[config.mk]
export PLATFORM = sky130hd
export DESIGN_NAME = polyline_stroke_expander_top
export DESIGN_NICKNAME = d
export VERILOG_FILES = /design/src/rtl/pse_pkg.sv /design/src/rtl/pse_front.sv /design/src/rtl/pse_queue.sv /design/src/rtl/pse_div.sv /design/src/rtl/pse_back.sv /design/src/rtl/polyline_stroke_expander_top.sv
export SDC_FILE = /design/constraint.sdc
export NUM_CORES = 2
export LEC_CHECK = 0
export BUFFER_PORTS_ARGS = -buffer_cell sky130_fd_sc_hd__buf_2
export CORE_UTILIZATION = 45
export CTS_BUF_LIST = sky130_fd_sc_hd__clkbuf_16
export CTS_CLUSTER_DIAMETER = 50
export DETAILED_ROUTE_END_ITERATION = 10
export SYNTH_ARGS = -nofsm -noshare
export SYNTH_HDL_FRONTEND = slang
export SYNTH_SLANG_ARGS = --single-unit
[constraint.sdc]
create_clock -name clk -period 12.1 [get_ports clk]
set_input_delay 2.42 -clock clk [delete_from_list [all_inputs] [get_ports clk]]
set_output_delay 2.42 -clock clk [all_outputs]
set_load 0.005 [all_outputs]
[src/rtl/pse_pkg.sv]
package pse_pkg;

	localparam int COORD_W = 16;
	localparam int CFG_W = 12;
	localparam int CFG_IDX_W = 2;
	localparam int SQ_W = 50;
	localparam int LEN_W = 25;
	localparam int NUM_W = 40;
	localparam int DEN_W = 25;
	localparam int DIV_STEPS = NUM_W;
	localparam int DIV_CNT_W = $clog2(DIV_STEPS + 1);
	localparam int QDEPTH = 2;
	localparam int NVERT = 6;

	localparam logic [CFG_W-1:0] HALF_WIDTH_RST = 12'd16;
	localparam logic [CFG_W-1:0] SCREEN_WIDTH_RST = 12'd800;
	localparam logic [CFG_W-1:0] SCREEN_HEIGHT_RST = 12'd480;

	typedef enum logic [CFG_IDX_W-1:0] {
		CFG_HALF_WIDTH = 2'd0,
		CFG_SCREEN_WIDTH = 2'd1,
		CFG_SCREEN_HEIGHT = 2'd2
	} cfg_idx_t;

	typedef struct packed {
		logic signed [COORD_W-1:0] point_x;
		logic signed [COORD_W-1:0] point_y;
		logic starts_stroke;
	} point_t;

	typedef struct packed {
		logic signed [15:0] vertex_x;
		logic signed [15:0] vertex_y;
		logic last_vertex;
	} vertex_t;

	typedef struct packed {
		logic signed [COORD_W-1:0] x1;
		logic signed [COORD_W-1:0] y1;
		logic signed [COORD_W-1:0] x2;
		logic signed [COORD_W-1:0] y2;
	} seg_t;

	typedef struct packed {
		logic [CFG_W-1:0] half_width;
		logic [CFG_W-1:0] screen_width;
		logic [CFG_W-1:0] screen_height;
	} cfg_t;

	typedef struct packed {
		logic start;
		logic [NUM_W-1:0] num;
		logic [DEN_W-1:0] den;
	} div_req_t;

	typedef struct packed {
		logic done;
		logic [NUM_W-1:0] quo;
	} div_rsp_t;

	typedef enum logic [3:0] {
		BK_IDLE,
		BK_LOAD,
		BK_SQA,
		BK_SQB,
		BK_SQRT,
		BK_DIVX_S,
		BK_DIVX_W,
		BK_DIVY_S,
		BK_DIVY_W,
		BK_MULX,
		BK_MULY,
		BK_CORN_S,
		BK_CORN_W,
		BK_EMIT
	} bk_state_t;

	// Corner used by each vertex of the two triangles: l1, r1, l2, l2, r1, r2.
	function automatic logic [1:0] corner_of(input logic [2:0] v);
		logic [1:0] c;
		unique case (v)
			3'd0: c = 2'd0;
			3'd1: c = 2'd1;
			3'd2: c = 2'd2;
			3'd3: c = 2'd2;
			3'd4: c = 2'd1;
			3'd5: c = 2'd3;
			default: c = 2'd0;
		endcase
		return c;
	endfunction

	function automatic logic signed [15:0] sat16(input logic signed [29:0] v);
		logic signed [15:0] r;
		if (v > 30'sd32767) r = 16'sh7fff;
		else if (v < -30'sd32768) r = 16'sh8000;
		else r = v[15:0];
		return r;
	endfunction

endpackage

[src/rtl/pse_front.sv]
module pse_front (
	input  logic clk,
	input  logic arst_n,
	input  logic in_valid,
	output logic in_ready,
	input  pse_pkg::point_t in_data,
	output logic push,
	output pse_pkg::seg_t push_seg,
	input  logic q_ready
);
	import pse_pkg::*;

	logic signed [COORD_W-1:0] prev_x_q, prev_y_q;
	logic have_prev_q;
	logic acc;

	assign in_ready = q_ready;
	assign acc = in_valid && in_ready;

	// A point forms a segment only when it continues a stroke and actually moves.
	assign push = acc && !in_data.starts_stroke && have_prev_q &&
		((in_data.point_x != prev_x_q) || (in_data.point_y != prev_y_q));
	assign push_seg = '{x1: prev_x_q, y1: prev_y_q, x2: in_data.point_x, y2: in_data.point_y};

	always_ff @(posedge clk or negedge arst_n) begin
		if (!arst_n) begin
			prev_x_q <= '0;
			prev_y_q <= '0;
			have_prev_q <= 1'b0;
		end else if (acc) begin
			prev_x_q <= in_data.point_x;
			prev_y_q <= in_data.point_y;
			have_prev_q <= 1'b1;
		end
	end
endmodule

[src/rtl/pse_queue.sv]
module pse_queue (
	input  logic clk,
	input  logic arst_n,
	input  logic push,
	input  pse_pkg::seg_t push_seg,
	output logic q_ready,
	input  logic pop,
	output logic q_valid,
	output pse_pkg::seg_t pop_seg
);
	import pse_pkg::*;

	localparam int PTR_W = $clog2(QDEPTH);

	seg_t mem_q [QDEPTH];
	logic [PTR_W-1:0] wr_ptr_q, rd_ptr_q;
	logic [PTR_W:0] count_q;

	assign q_ready = (count_q != (PTR_W+1)'(QDEPTH));
	assign q_valid = (count_q != '0);
	assign pop_seg = mem_q[rd_ptr_q];

	always_ff @(posedge clk) begin
		if (push) mem_q[wr_ptr_q] <= push_seg;
	end

	always_ff @(posedge clk or negedge arst_n) begin
		if (!arst_n) begin
			wr_ptr_q <= '0;
			rd_ptr_q <= '0;
			count_q <= '0;
		end else begin
			if (push) wr_ptr_q <= (wr_ptr_q == PTR_W'(QDEPTH - 1)) ? '0 : wr_ptr_q + 1'b1;
			if (pop) rd_ptr_q <= (rd_ptr_q == PTR_W'(QDEPTH - 1)) ? '0 : rd_ptr_q + 1'b1;
			if (push && !pop) count_q <= count_q + 1'b1;
			else if (pop && !push) count_q <= count_q - 1'b1;
		end
	end
endmodule

[src/rtl/pse_div.sv]
module pse_div (
	input  logic clk,
	input  logic arst_n,
	input  pse_pkg::div_req_t req,
	output pse_pkg::div_rsp_t rsp
);
	import pse_pkg::*;

	logic [DEN_W-1:0] den_q, rem_q;
	logic [NUM_W-1:0] nq_q;
	logic [DIV_CNT_W-1:0] cnt_q;
	logic done_q;
	logic [DEN_W:0] trial;
	logic fits;

	// Restoring division, one quotient bit per cycle, MSB first.
	assign trial = {rem_q, nq_q[NUM_W-1]};
	assign fits = (trial >= {1'b0, den_q});

	assign rsp = '{done: done_q, quo: nq_q};

	always_ff @(posedge clk) begin
		if (req.start) begin
			den_q <= req.den;
			rem_q <= '0;
			nq_q <= req.num;
		end else if (cnt_q != '0) begin
			rem_q <= fits ? DEN_W'(trial - {1'b0, den_q}) : trial[DEN_W-1:0];
			nq_q <= {nq_q[NUM_W-2:0], fits};
		end
	end

	always_ff @(posedge clk or negedge arst_n) begin
		if (!arst_n) begin
			cnt_q <= '0;
			done_q <= 1'b0;
		end else begin
			done_q <= !req.start && (cnt_q == DIV_CNT_W'(1));
			if (req.start) cnt_q <= DIV_CNT_W'(DIV_STEPS);
			else if (cnt_q != '0) cnt_q <= cnt_q - 1'b1;
		end
	end
endmodule

[src/rtl/pse_back.sv]
module pse_back (
	input  logic clk,
	input  logic arst_n,
	input  pse_pkg::cfg_t cfg,
	input  logic q_valid,
	input  pse_pkg::seg_t pop_seg,
	output logic pop,
	output pse_pkg::div_req_t div_req,
	input  pse_pkg::div_rsp_t div_rsp,
	output logic out_valid,
	input  logic out_ready,
	output pse_pkg::vertex_t out_data
);
	import pse_pkg::*;

	bk_state_t state_q, state_d;
	seg_t seg_q;
	logic signed [COORD_W:0] dx_q, dy_q;
	logic [33:0] acc_q;
	logic [SQ_W-1:0] sq_n_q, sq_res_q, sq_bit_q, sq_t;
	logic signed [15:0] ux_q, uy_q;
	logic signed [28:0] ox_q, oy_q;
	logic [2:0] k_q;
	logic [2:0] v_q;
	logic signed [15:0] cx_q [4];
	logic signed [15:0] cy_q [4];
	logic out_valid_q;
	vertex_t out_q;
	logic out_free;

	logic [LEN_W-1:0] len;
	logic signed [COORD_W:0] d_sel;
	logic [COORD_W-1:0] d_abs;
	logic [14:0] q_clamp;
	logic signed [15:0] unit_val;

	logic signed [COORD_W-1:0] base_c;
	logic signed [31:0] corner_c;
	logic [31:0] corner_abs;
	logic [CFG_W-1:0] scr;
	logic [27:0] cq;
	logic signed [29:0] cqs, ndc_v;
	logic signed [15:0] ndc_sat;
	logic [1:0] vc;

	assign len = sq_res_q[LEN_W-1:0];
	assign sq_t = sq_res_q + sq_bit_q;
	assign out_free = !out_valid_q || out_ready;
	assign out_valid = out_valid_q;
	assign out_data = out_q;

	// Unit vector component from the shared divider.
	assign d_sel = (state_q == BK_DIVX_S || state_q == BK_DIVX_W) ? dx_q : dy_q;
	assign d_abs = d_sel[COORD_W] ? COORD_W'(-d_sel) : d_sel[COORD_W-1:0];
	assign q_clamp = (div_rsp.quo > NUM_W'(32767)) ? 15'h7fff : div_rsp.quo[14:0];
	assign unit_val = d_sel[COORD_W] ? -$signed({1'b0, q_clamp}) : $signed({1'b0, q_clamp});

	// Corner k: bit 2 picks the end point, bit 1 picks the right side, bit 0 picks y.
	always_comb begin
		unique case ({k_q[2], k_q[0]})
			2'b00: base_c = seg_q.x1;
			2'b01: base_c = seg_q.y1;
			2'b10: base_c = seg_q.x2;
			default: base_c = seg_q.y2;
		endcase
	end

	always_comb begin
		logic signed [31:0] base_w, off_w;
		base_w = {base_c[COORD_W-1], base_c, 15'b0};
		off_w = 32'(k_q[0] ? oy_q : ox_q);
		corner_c = k_q[1] ? base_w - off_w : base_w + off_w;
	end

	assign corner_abs = corner_c[31] ? 32'(-corner_c) : corner_c;
	assign scr = k_q[0] ? cfg.screen_height : cfg.screen_width;
	assign cq = div_rsp.quo[27:0];
	assign cqs = corner_c[31] ? -$signed({2'b0, cq}) : $signed({2'b0, cq});
	assign ndc_v = k_q[0] ? 30'sd8192 - cqs : cqs - 30'sd8192;
	assign ndc_sat = sat16(ndc_v);
	assign vc = corner_of(v_q);

	always_comb begin
		logic [CFG_W-1:0] s1;
		s1 = (scr == '0) ? CFG_W'(1) : scr;
		div_req = '{start: 1'b0, num: '0, den: '0};
		unique case (state_q)
			BK_DIVX_S, BK_DIVY_S: begin
				div_req.start = 1'b1;
				div_req.num = {1'b0, d_abs, 23'b0} + NUM_W'(len >> 1);
				div_req.den = len;
			end
			BK_CORN_S: begin
				div_req.start = 1'b1;
				div_req.num = NUM_W'(corner_abs) + NUM_W'({s1, 4'b0});
				div_req.den = DEN_W'({s1, 5'b0});
			end
			default: ;
		endcase
	end

	always_comb begin
		pop = (state_q == BK_IDLE) && q_valid;
	end

	always_comb begin
		state_d = state_q;
		unique case (state_q)
			BK_IDLE: if (q_valid) state_d = BK_LOAD;
			BK_LOAD: state_d = BK_SQA;
			BK_SQA: state_d = BK_SQB;
			BK_SQB: state_d = BK_SQRT;
			BK_SQRT: if (sq_bit_q[0]) state_d = BK_DIVX_S;
			BK_DIVX_S: state_d = BK_DIVX_W;
			BK_DIVX_W: if (div_rsp.done) state_d = BK_DIVY_S;
			BK_DIVY_S: state_d = BK_DIVY_W;
			BK_DIVY_W: if (div_rsp.done) state_d = BK_MULX;
			BK_MULX: state_d = BK_MULY;
			BK_MULY: state_d = BK_CORN_S;
			BK_CORN_S: state_d = BK_CORN_W;
			BK_CORN_W: if (div_rsp.done) state_d = (k_q == 3'd7) ? BK_EMIT : BK_CORN_S;
			BK_EMIT: if (out_free && v_q == 3'(NVERT - 1)) state_d = BK_IDLE;
			default: state_d = BK_IDLE;
		endcase
	end

	always_ff @(posedge clk) begin
		unique case (state_q)
			BK_IDLE: if (q_valid) seg_q <= pop_seg;
			BK_LOAD: begin
				dx_q <= (COORD_W+1)'(seg_q.x2) - (COORD_W+1)'(seg_q.x1);
				dy_q <= (COORD_W+1)'(seg_q.y2) - (COORD_W+1)'(seg_q.y1);
			end
			BK_SQA: acc_q <= 34'(dx_q * dx_q);
			BK_SQB: begin
				sq_n_q <= {acc_q + 34'(dy_q * dy_q), 16'b0};
				sq_res_q <= '0;
				sq_bit_q <= SQ_W'(1) << 48;
			end
			BK_SQRT: begin
				if (sq_n_q >= sq_t) begin
					sq_n_q <= sq_n_q - sq_t;
					sq_res_q <= (sq_res_q >> 1) + sq_bit_q;
				end else begin
					sq_res_q <= sq_res_q >> 1;
				end
				sq_bit_q <= sq_bit_q >> 2;
			end
			BK_DIVX_W: if (div_rsp.done) ux_q <= unit_val;
			BK_DIVY_W: if (div_rsp.done) uy_q <= unit_val;
			BK_MULX: ox_q <= -(29'(uy_q) * $signed({17'b0, cfg.half_width}));
			BK_MULY: begin
				oy_q <= 29'(ux_q) * $signed({17'b0, cfg.half_width});
				k_q <= '0;
			end
			BK_CORN_W: if (div_rsp.done) begin
				if (k_q[0]) cy_q[k_q[2:1]] <= ndc_sat;
				else cx_q[k_q[2:1]] <= ndc_sat;
				k_q <= k_q + 1'b1;
				v_q <= '0;
			end
			BK_EMIT: if (out_free) begin
				out_q <= '{vertex_x: cx_q[vc], vertex_y: cy_q[vc],
					last_vertex: (v_q == 3'(NVERT - 1))};
				v_q <= v_q + 1'b1;
			end
			default: ;
		endcase
	end

	always_ff @(posedge clk or negedge arst_n) begin
		if (!arst_n) begin
			state_q <= BK_IDLE;
			out_valid_q <= 1'b0;
		end else begin
			state_q <= state_d;
			if (state_q == BK_EMIT && out_free) out_valid_q <= 1'b1;
			else if (out_ready) out_valid_q <= 1'b0;
		end
	end
endmodule

[src/rtl/polyline_stroke_expander_top.sv]
// A point that starts a stroke or repeats the previous point is accepted and gives no vertices.
// A segment point gives its first vertex after the load and squaring states, 25 square-root
// steps, ten passes through the shared divider with the multiply states between them, and an
// output state; the sixth vertex follows the first when the receiver does not stall. Up to two
// segments wait in the queue while the back end works on one; the divider produces one quotient
// bit per cycle. Reset is asynchronous and active low.
module polyline_stroke_expander_top (
	input  logic clk,
	input  logic arst_n,
	input  logic in_valid,
	output logic in_ready,
	input  pse_pkg::point_t in_data,
	output logic out_valid,
	input  logic out_ready,
	output pse_pkg::vertex_t out_data,
	input  logic cfg_valid,
	output logic cfg_ready,
	input  logic [pse_pkg::CFG_IDX_W-1:0] cfg_index,
	input  logic [pse_pkg::CFG_W-1:0] cfg_data
);
	import pse_pkg::*;

	cfg_t cfg_q;
	logic push, pop, q_ready, q_valid;
	seg_t push_seg, pop_seg;
	div_req_t div_req;
	div_rsp_t div_rsp;

	assign cfg_ready = 1'b1;

	always_ff @(posedge clk or negedge arst_n) begin
		if (!arst_n) begin
			cfg_q <= '{half_width: HALF_WIDTH_RST, screen_width: SCREEN_WIDTH_RST,
				screen_height: SCREEN_HEIGHT_RST};
		end else if (cfg_valid && cfg_ready) begin
			unique case (cfg_index)
				CFG_HALF_WIDTH: cfg_q.half_width <= cfg_data;
				CFG_SCREEN_WIDTH: cfg_q.screen_width <= cfg_data;
				CFG_SCREEN_HEIGHT: cfg_q.screen_height <= cfg_data;
				default: ;
			endcase
		end
	end

	pse_front u_front (
		.clk, .arst_n, .in_valid, .in_ready, .in_data,
		.push, .push_seg, .q_ready
	);

	pse_queue u_queue (
		.clk, .arst_n, .push, .push_seg, .q_ready, .pop, .q_valid, .pop_seg
	);

	pse_div u_div (
		.clk, .arst_n, .req(div_req), .rsp(div_rsp)
	);

	pse_back u_back (
		.clk, .arst_n, .cfg(cfg_q), .q_valid, .pop_seg, .pop,
		.div_req, .div_rsp, .out_valid, .out_ready, .out_data
	);
endmodule

## Word level (Yosys, flattened, before mapping)

Memory sizes are Yosys's and may differ from the RTL's. A register that Yosys moved wholly into a read port is not among the register bits.
Index checks and enable logic that the tools add are counted.

- Memory bits (writable): 256
- Bits of input ports: 52
- Output and inout bits: 36
- Flip-flop bits (word level): 490
- Memories kept: 3
- Logic and storage cells: 200

Memory list:

| memory | words | bits a word | read ports | clocked after memory_dff | wr ports | RTL line | source |
|---|---|---|---|---|---|---|---|
| u_queue.mem_q | 2 | 64 | 1 | 1 | 1 | pse_queue.sv:15 | `seg_t mem_q [QDEPTH];` |
| u_back.cx_q | 4 | 16 | 1 | 1 | 1 | pse_back.sv:25 | `logic signed [15:0] cx_q [4];` |
| u_back.cy_q | 4 | 16 | 1 | 1 | 1 | pse_back.sv:26 | `logic signed [15:0] cy_q [4];` |

- Equality and inequality tests: 35
- Add/sub/neg operators: 25
- Order comparisons: 5
- Reduce and logical (&&, ||, !) cells: 44
- Multiplexer cells: 55
- Multiply operators: 4

Operators with widths:

| operator | number |
|---|---|
| $pmux 50 s2 | 3 |
| $pmux 66 s2 | 1 |
| $mux 50 | 2 |
| $mux 32 | 3 |
| $mux 40 | 2 |
| $mul 17x17->34 | 2 |
| $mux 16 | 4 |
| $mux 30 | 2 |
| $mul 16x13->29 | 2 |
| $pmux 4 s14 | 1 |
| $add 49x50->50 | 1 |
| $add 50x50->50 | 1 |
| $ge 50x50->1 | 1 |
| $sub 50x50->50 | 1 |
| $pmux 16 s3 | 1 |
| $add 39x24->40 | 1 |
| $gt 40x15->1 const B | 1 |
| $add 34x34->34 | 1 |
| $sub 16x16->17 | 2 |
| $add 32x16->33 | 1 |
| $add 31x32->32 | 1 |
| $ne 16x16->1 | 2 |
| $neg 32->32 | 1 |
| $sub 31x32->32 | 1 |
| other kinds (50) | 130 |

## Longest topological paths before layout

- Word-level depth: 10
- Mapped depth: 42
- Depth with buffers taken out: 30

## Cells and area by module

Synthesis repeated with hierarchy kept, for this count alone.

- Cell total of the unflattened synthesis: 7958
- Area, all modules: 82158.8 µm²

Modules (own cells, without submodules):

| module | area each (µm²) | times used | cells each |
|---|---|---|---|
| pse_back | 68658.3 | 1 | 7041 |
| pse_div | 5293.8 | 1 | 475 |
| pse_queue | 5013.6 | 1 | 215 |
| pse_front | 1815.5 | 1 | 147 |
| polyline_stroke_expander_top | 1377.6 | 1 | 80 |

## Worst setup path before layout

OpenSTA, ideal clock, no wires.

- Path kind: register to register
- From: register u_back.k_q[0]
- To: register u_div.nq_q[28], data pin
- Path slack: 3.209 ns
- Library setup time: 0.264 ns
- Stages on the path, launching flop included: 42
- Path buffers: 13
- Period minus slack after synthesis: 8.891 ns
- Data arrival time: 8.628 ns
- Path through: edfxtp_1 buf_6 buf_6 buf_6 buf_2 clkbuf_1 clkbuf_1 buf_1 clkbuf_1 mux4_2 ha_1 clkbuf_1 and2_1 a221oi_1 nor3b_1 a211oi_1 nor3_2 nor2_1 (+6 left out) xnor2_1 ha_1 fa_1 a21o_1 a21oi_1 o21bai_1 a21oi_1 o21bai_1 a21oi_1 o21bai_1 a21oi_1 o21ai_0 and3_1 nand2_1 nor3_1 o22ai_1 xor2_1 o21ai_1

- Word-level cells in the longest chain between the ends: 9
- Elaborated cells on any way between the ends: 16

RTL lines:

| element | RTL line | source |
|---|---|---|
| start: declaration | pse_back.sv:23 | `logic [2:0] k_q;` |
| start signal: assignment | pse_back.sv:159 | `k_q <= k_q + 1'b1;` |
| $eq 2x2->1 (tied with other cells) | pse_back.sv:60 | `unique case ({k_q[2], k_q[0]})` |
| $pmux 16 s3 | pse_back.sv:60 |  |
| $add 31x32->32 / $sub 31x32->32 (equally long branches) | pse_back.sv:72 | `corner_c = k_q[1] ? base_w - off_w : base_w + off_w;` |
| $mux 32 | pse_back.sv:72 |  |
| $neg 32->32 | pse_back.sv:75 | `assign corner_abs = corner_c[31] ? 32'(-corner_c) : corner_c;` |
| $mux 32 | pse_back.sv:75 |  |
| $add 32x16->33 * | pse_back.sv:95 | `div_req.num = NUM_W'(corner_abs) + NUM_W'({s1, 4'b0});` |
| $pmux 66 s2 * | pse_back.sv:87 | `unique case (state_q)` |
| $mux 40 * | pse_div.sv:23 | `if (req.start) begin` |
| end signal: assignment | pse_div.sv:26 | `nq_q <= req.num;` |
| end signal: assignment | pse_div.sv:29 | `nq_q <= {nq_q[NUM_W-2:0], fits};` |
| end: declaration | pse_div.sv:10 | `logic [NUM_W-1:0] nq_q;` |

Every way passes the cells marked *; elsewhere a longest branch is shown, timed or not.
A chain may end at the register's enable or synchronous reset.

## Worst setup path in the final report

- From: register u_back.k_q[0]
- To: memory u_back.cx_q[2][4], data pin

- Word-level cells in the longest chain between the ends: 10
- Elaborated cells on any way between the ends: 16

RTL lines:

| element | RTL line | source |
|---|---|---|
| $eq 2x2->1 (tied with other cells) | pse_back.sv:60 |  |
| $pmux 16 s3 | pse_back.sv:60 |  |
| $add 31x32->32 / $sub 31x32->32 (equally long branches) | pse_back.sv:72 |  |
| $mux 32 | pse_back.sv:72 |  |
| $mux 30 | pse_back.sv:78 | `assign cqs = corner_c[31] ? -$signed({2'b0, cq}) : $signed({2'b0, cq});` |
| $sub 30x15->30 / $sub 15x30->30 (equally long branches) | pse_back.sv:79 | `assign ndc_v = k_q[0] ? 30'sd8192 - cqs : cqs - 30'sd8192;` |
| $mux 30 * | pse_back.sv:79 |  |
| $lt 30x16->1 | pse_pkg.sv:96 | `else if (v < -30'sd32768) r = 16'sh8000;` |
| $mux 16 | pse_pkg.sv:96 |  |
| $mux 16 * | pse_pkg.sv:95 | `if (v > 30'sd32767) r = 16'sh7fff;` |
| via u_back.ndc_sat[4] | pse_back.sv:43 | `logic signed [15:0] ndc_sat;` |
| end: declaration | pse_back.sv:25 |  |

The timed path passes the listed nets; every way through them passes the cells marked *.

==> results.sh <==
export IMPL_regArea_mm2=0.0238
export IMPL_status="completed"
export IMPL_synthAdderAreaFrac_pct=32.2
export IMPL_hold_path_class="flop to flop"
export IMPL_rrSetupSlack_ns=3.10
export IMPL_max_clock_freq_mhz=111
export IMPL_grt_pass1_vias=57900
export IMPL_drt_total_wl_um=207000
export IMPL_cts_setup_buffers=0
export IMPL_synth_area_mm2=0.0813
export IMPL_synth_distinct_cells=114
export IMPL_min_period_ns=9.00
export IMPL_rows=155
export IMPL_synth_most_common_cell="inv_1"
export IMPL_synth_top_family_by_area="adder cells"
export IMPL_antenna_found_initial=18
export IMPL_path_buf_inv=3
export IMPL_viasPerCell=5.45
export IMPL_cp_arrival_ns=9.46
export IMPL_clk_latency_ns=0.80
export IMPL_clock_skew_ns=0.0871
export IMPL_rsz0062_at_grt="false"
export IMPL_start_util_pct=45.4
export IMPL_fin_ws_ns=3.10
export IMPL_dp_hpwl_um=161000
export IMPL_synthFlopType="edfxtp_1"
export IMPL_crit_path_end_kind="flop"
export IMPL_grt_max_degree=76
export IMPL_num_vias=56700
export IMPL_cts_sinks=816
export IMPL_port_buffers=86
export IMPL_synthCells=7940
export IMPL_placed_area_mm2=0.0843
export IMPL_finalMaxSlewViolations=0
export IMPL_htreeDepth=3
export IMPL_setup_viol=0
export IMPL_fp_dieArea_mm2=0.182
export IMPL_tns_ns=0
export IMPL_min_to="u_front.have_prev_q"
export IMPL_ys_top_cells_by_count="inv_1, fa_1, edfxtp_1, nand2_1, ha_1"
export IMPL_timing_rr_end="u_back.cx_q[2][4]"
export IMPL_ant_nets=0
export IMPL_numCtsBuffers=115
export IMPL_cts_resized=0
export IMPL_cts_tree="yes"
export IMPL_yosys_warnings=0
export IMPL_hold_viol_final=0
export IMPL_crit_required_ns=12.56
export IMPL_worstPathCellList="buf_4, mux4_2, ha_1, inv_1, fa_1, nor2b_1, o31a_1, o2111ai_1, a211oi_1, or3_1, nand2_2, nor2_2, nor2_1, xnor2_1, ha_1, inv_1, nor3_1, nand4_1, o211ai_1, xnor2_1, a2111oi_1, a41oi_2, o21ai_0"
export IMPL_synth_edf_count=706
export IMPL_synth_seq_cells=816
export IMPL_rr_startpoint="u_back.k_q[0]"
export IMPL_fillers=16400
export IMPL_netlist_top_cell_by_area="edfxtp_1"
export IMPL_yosys_area_share_simple_pct=13.1
export IMPL_r2r_cells=23
export IMPL_clk_path_buf_depth=3
export IMPL_overflow=0
export IMPL_synth_area_leaders="edfxtp_1, fa_1, ha_1"
export IMPL_max_slew_margin_pct=12.2
export IMPL_drc=0
export IMPL_drtPass1Iterations=6
export IMPL_cts_hold_buf=0
export IMPL_dieHeight_um=427
export IMPL_maxCapViolCount=0
export IMPL_synthMuxAreaShare_pct=3.25
export IMPL_start_kind="flop"
export IMPL_postSynthNetCount=9514
export IMPL_whs_path_depth=2
export IMPL_min_delay_start="u_front.have_prev_q"
export IMPL_place_congestion=0.935
export IMPL_dieWidth_um=427
export IMPL_final_nets=9508
export IMPL_pre_cts_ws_ns=3.20
export IMPL_area_growth_pct=8.56
export IMPL_period_share_pct=74.4
export IMPL_drive_gt1_share_pct=8.28
export IMPL_core_area_mm2=0.179
export IMPL_io_pins=88
export IMPL_path_delay_family="compound AO/OA/AOI/OAI gates"
export IMPL_seq_area_frac_synth_pct=29.3
export IMPL_async_flop_share_pct=10.4
export IMPL_synthXorXnorAreaFrac_pct=5.36
export IMPL_wl_per_cell_um=19.9
export IMPL_slowest_stage="edfxtp_1"
export IMPL_critPathMaxStageDelay_ns=0.97
export IMPL_synth_avg_cell_area_um2=10.2
export IMPL_grt_pass1_wl_um=329000
export IMPL_synth_top_area_share_pct=26.1
export IMPL_cts_root_buf="clkbuf_16"
export IMPL_design_area_mm2=0.0883
export IMPL_track_usage_pct=23.1
export IMPL_worst_pin_slew_ns=1.30
export IMPL_multi_input_area_mm2=0.0517
export IMPL_synth_compound_area_share_pct=9.56
export IMPL_clk_pin_slew_worst_paths_ns=0.06
export IMPL_drtIter0Drc=3817
export IMPL_path_max_fanout=33
export IMPL_worstSetupPathType="flop to flop"
[stage by stage]
step / util [%] / hold WS [ns] / std cells
after floorplan: - / 0.412 / 7940
after global placement: 47.1 / 0.427 / 10200
after detailed placement: 47.1 / 0.432 / 10200
after CTS: 49.3 / 0.446 / 10400
after global routing: 49.3 / 0.482 / 10400
final: 49.3 / 0.442 / 10400
[worst reg2reg max path, stage by stage, from the launching register on]
cell       delay (ns)
edfxtp_1         0.97
buf_4            0.54
mux4_2           0.36
ha_1             0.17
inv_1            0.06
fa_1             0.39
nor2b_1          0.16
o31a_1           0.21
o2111ai_1        0.23
a211oi_1         0.72
or3_1            0.29
nand2_2          0.17
nor2_2           0.67
nor2_1           0.15
xnor2_1          0.34
ha_1             0.40
inv_1            0.13
nor3_1           0.37
nand4_1          0.14
o211ai_1         0.15
xnor2_1          0.14
a2111oi_1        0.40
a41oi_2          0.66
o21ai_0          0.87
[worst max path at each step]
| stage | endpoint | depth (start not counted) | from |
|---|---|---|---|
| 2_1_floorplan | u_div.nq_q[28] | 41 | u_back.k_q[0] |
| 3_3_place_gp | u_back.cy_q[3][3] | 23 | u_back.k_q[0] |
| 3_5_place_dp | u_back.cy_q[3][4] | 23 | u_back.k_q[0] |
| 4_1_cts | u_back.cy_q[0][4] | 23 | u_back.k_q[0] |
| 5_1_grt | u_back.cy_q[0][4] | 23 | u_back.k_q[0] |
| 6_report | u_back.cx_q[2][4] | 23 | u_back.k_q[0] |
[cells by family (layout without fill, tap and decap cells)]
| family | count (synthesis) | in the layout |
|---|---|---|
| AND/OR/NAND/NOR | 2155 | 2155 |
| buffers and inverters | 1544 | 1637 |
| adder cells (fa/ha/maj) | 1522 | 1522 |
| AO/OA/AOI/OAI | 1184 | 1184 |
| flip-flops | 816 | 816 |
| XOR/XNOR | 496 | 496 |
| multiplexers | 221 | 221 |
| other | 2 | 10 |
[layout by cell type (no fill, tap or decap), types with 76 or more instances in the layout]
cell          n
a211oi_1    103
nor3_1      102
fa_1        954
clkbuf_16   115
a21oi_1     271
ha_1        568
inv_1      1257
edfxtp_1    706
and2_1      408
buf_4        90
nand3_1      81
a31oi_1      92
nand2_1     705
nor2_1      429
xor2_1      182
buf_2        85
xnor2_1     312
mux2_2      154
dfrtp_1      76
o21ai_0     269
[cell type report]
cell class	instances	area share (%)
tap	2355	3.34
sequential	816	27.0
antenna	8	0.0227
inverter	1246	5.30
multi-input combinational	5580	58.6
clock buffer	115	3.26
timing repair buffer	175	1.25
clock inverter	101	1.21
[state kept, by name (all words and copies together) (netlist names), 16 cells and up]
signal            flops
u_back.dx_q          17
u_back.sq_bit_q      25
u_div.nq_q           40
u_back.seg_q         64
cfg_q                36
u_back.cx_q          64
u_back.sq_n_q        50
u_div.rem_q          25
u_back.uy_q          16
u_back.ux_q          16
u_front.prev_y_q     16
u_back.dy_q          17
u_div.den_q          25
u_front.prev_x_q     16
u_back.oy_q          29
u_back.acc_q         33
u_back.cy_q          64
u_queue.mem_q       128
u_back.ox_q          29
u_back.out_data      33
u_back.sq_res_q      50
[routing by layer]
| metal | vias to the layer above | part of all wire, % | global-route usage [%] |
|---|---|---|---|
| li1 | 26400 | - | - |
| met1 | 28700 | 46 | 32.8 |
| met2 | 1282 | 47 | 37.5 |
| met3 | 294 | 4.6 | 2.67 |
| met4 | 4 | 2.7 | 6.27 |
| met5 | - | 0.013 | 0 |
Power is not shown: default switching activity piles up to over one toggle a cycle in this logic, so the estimate is an artifact.
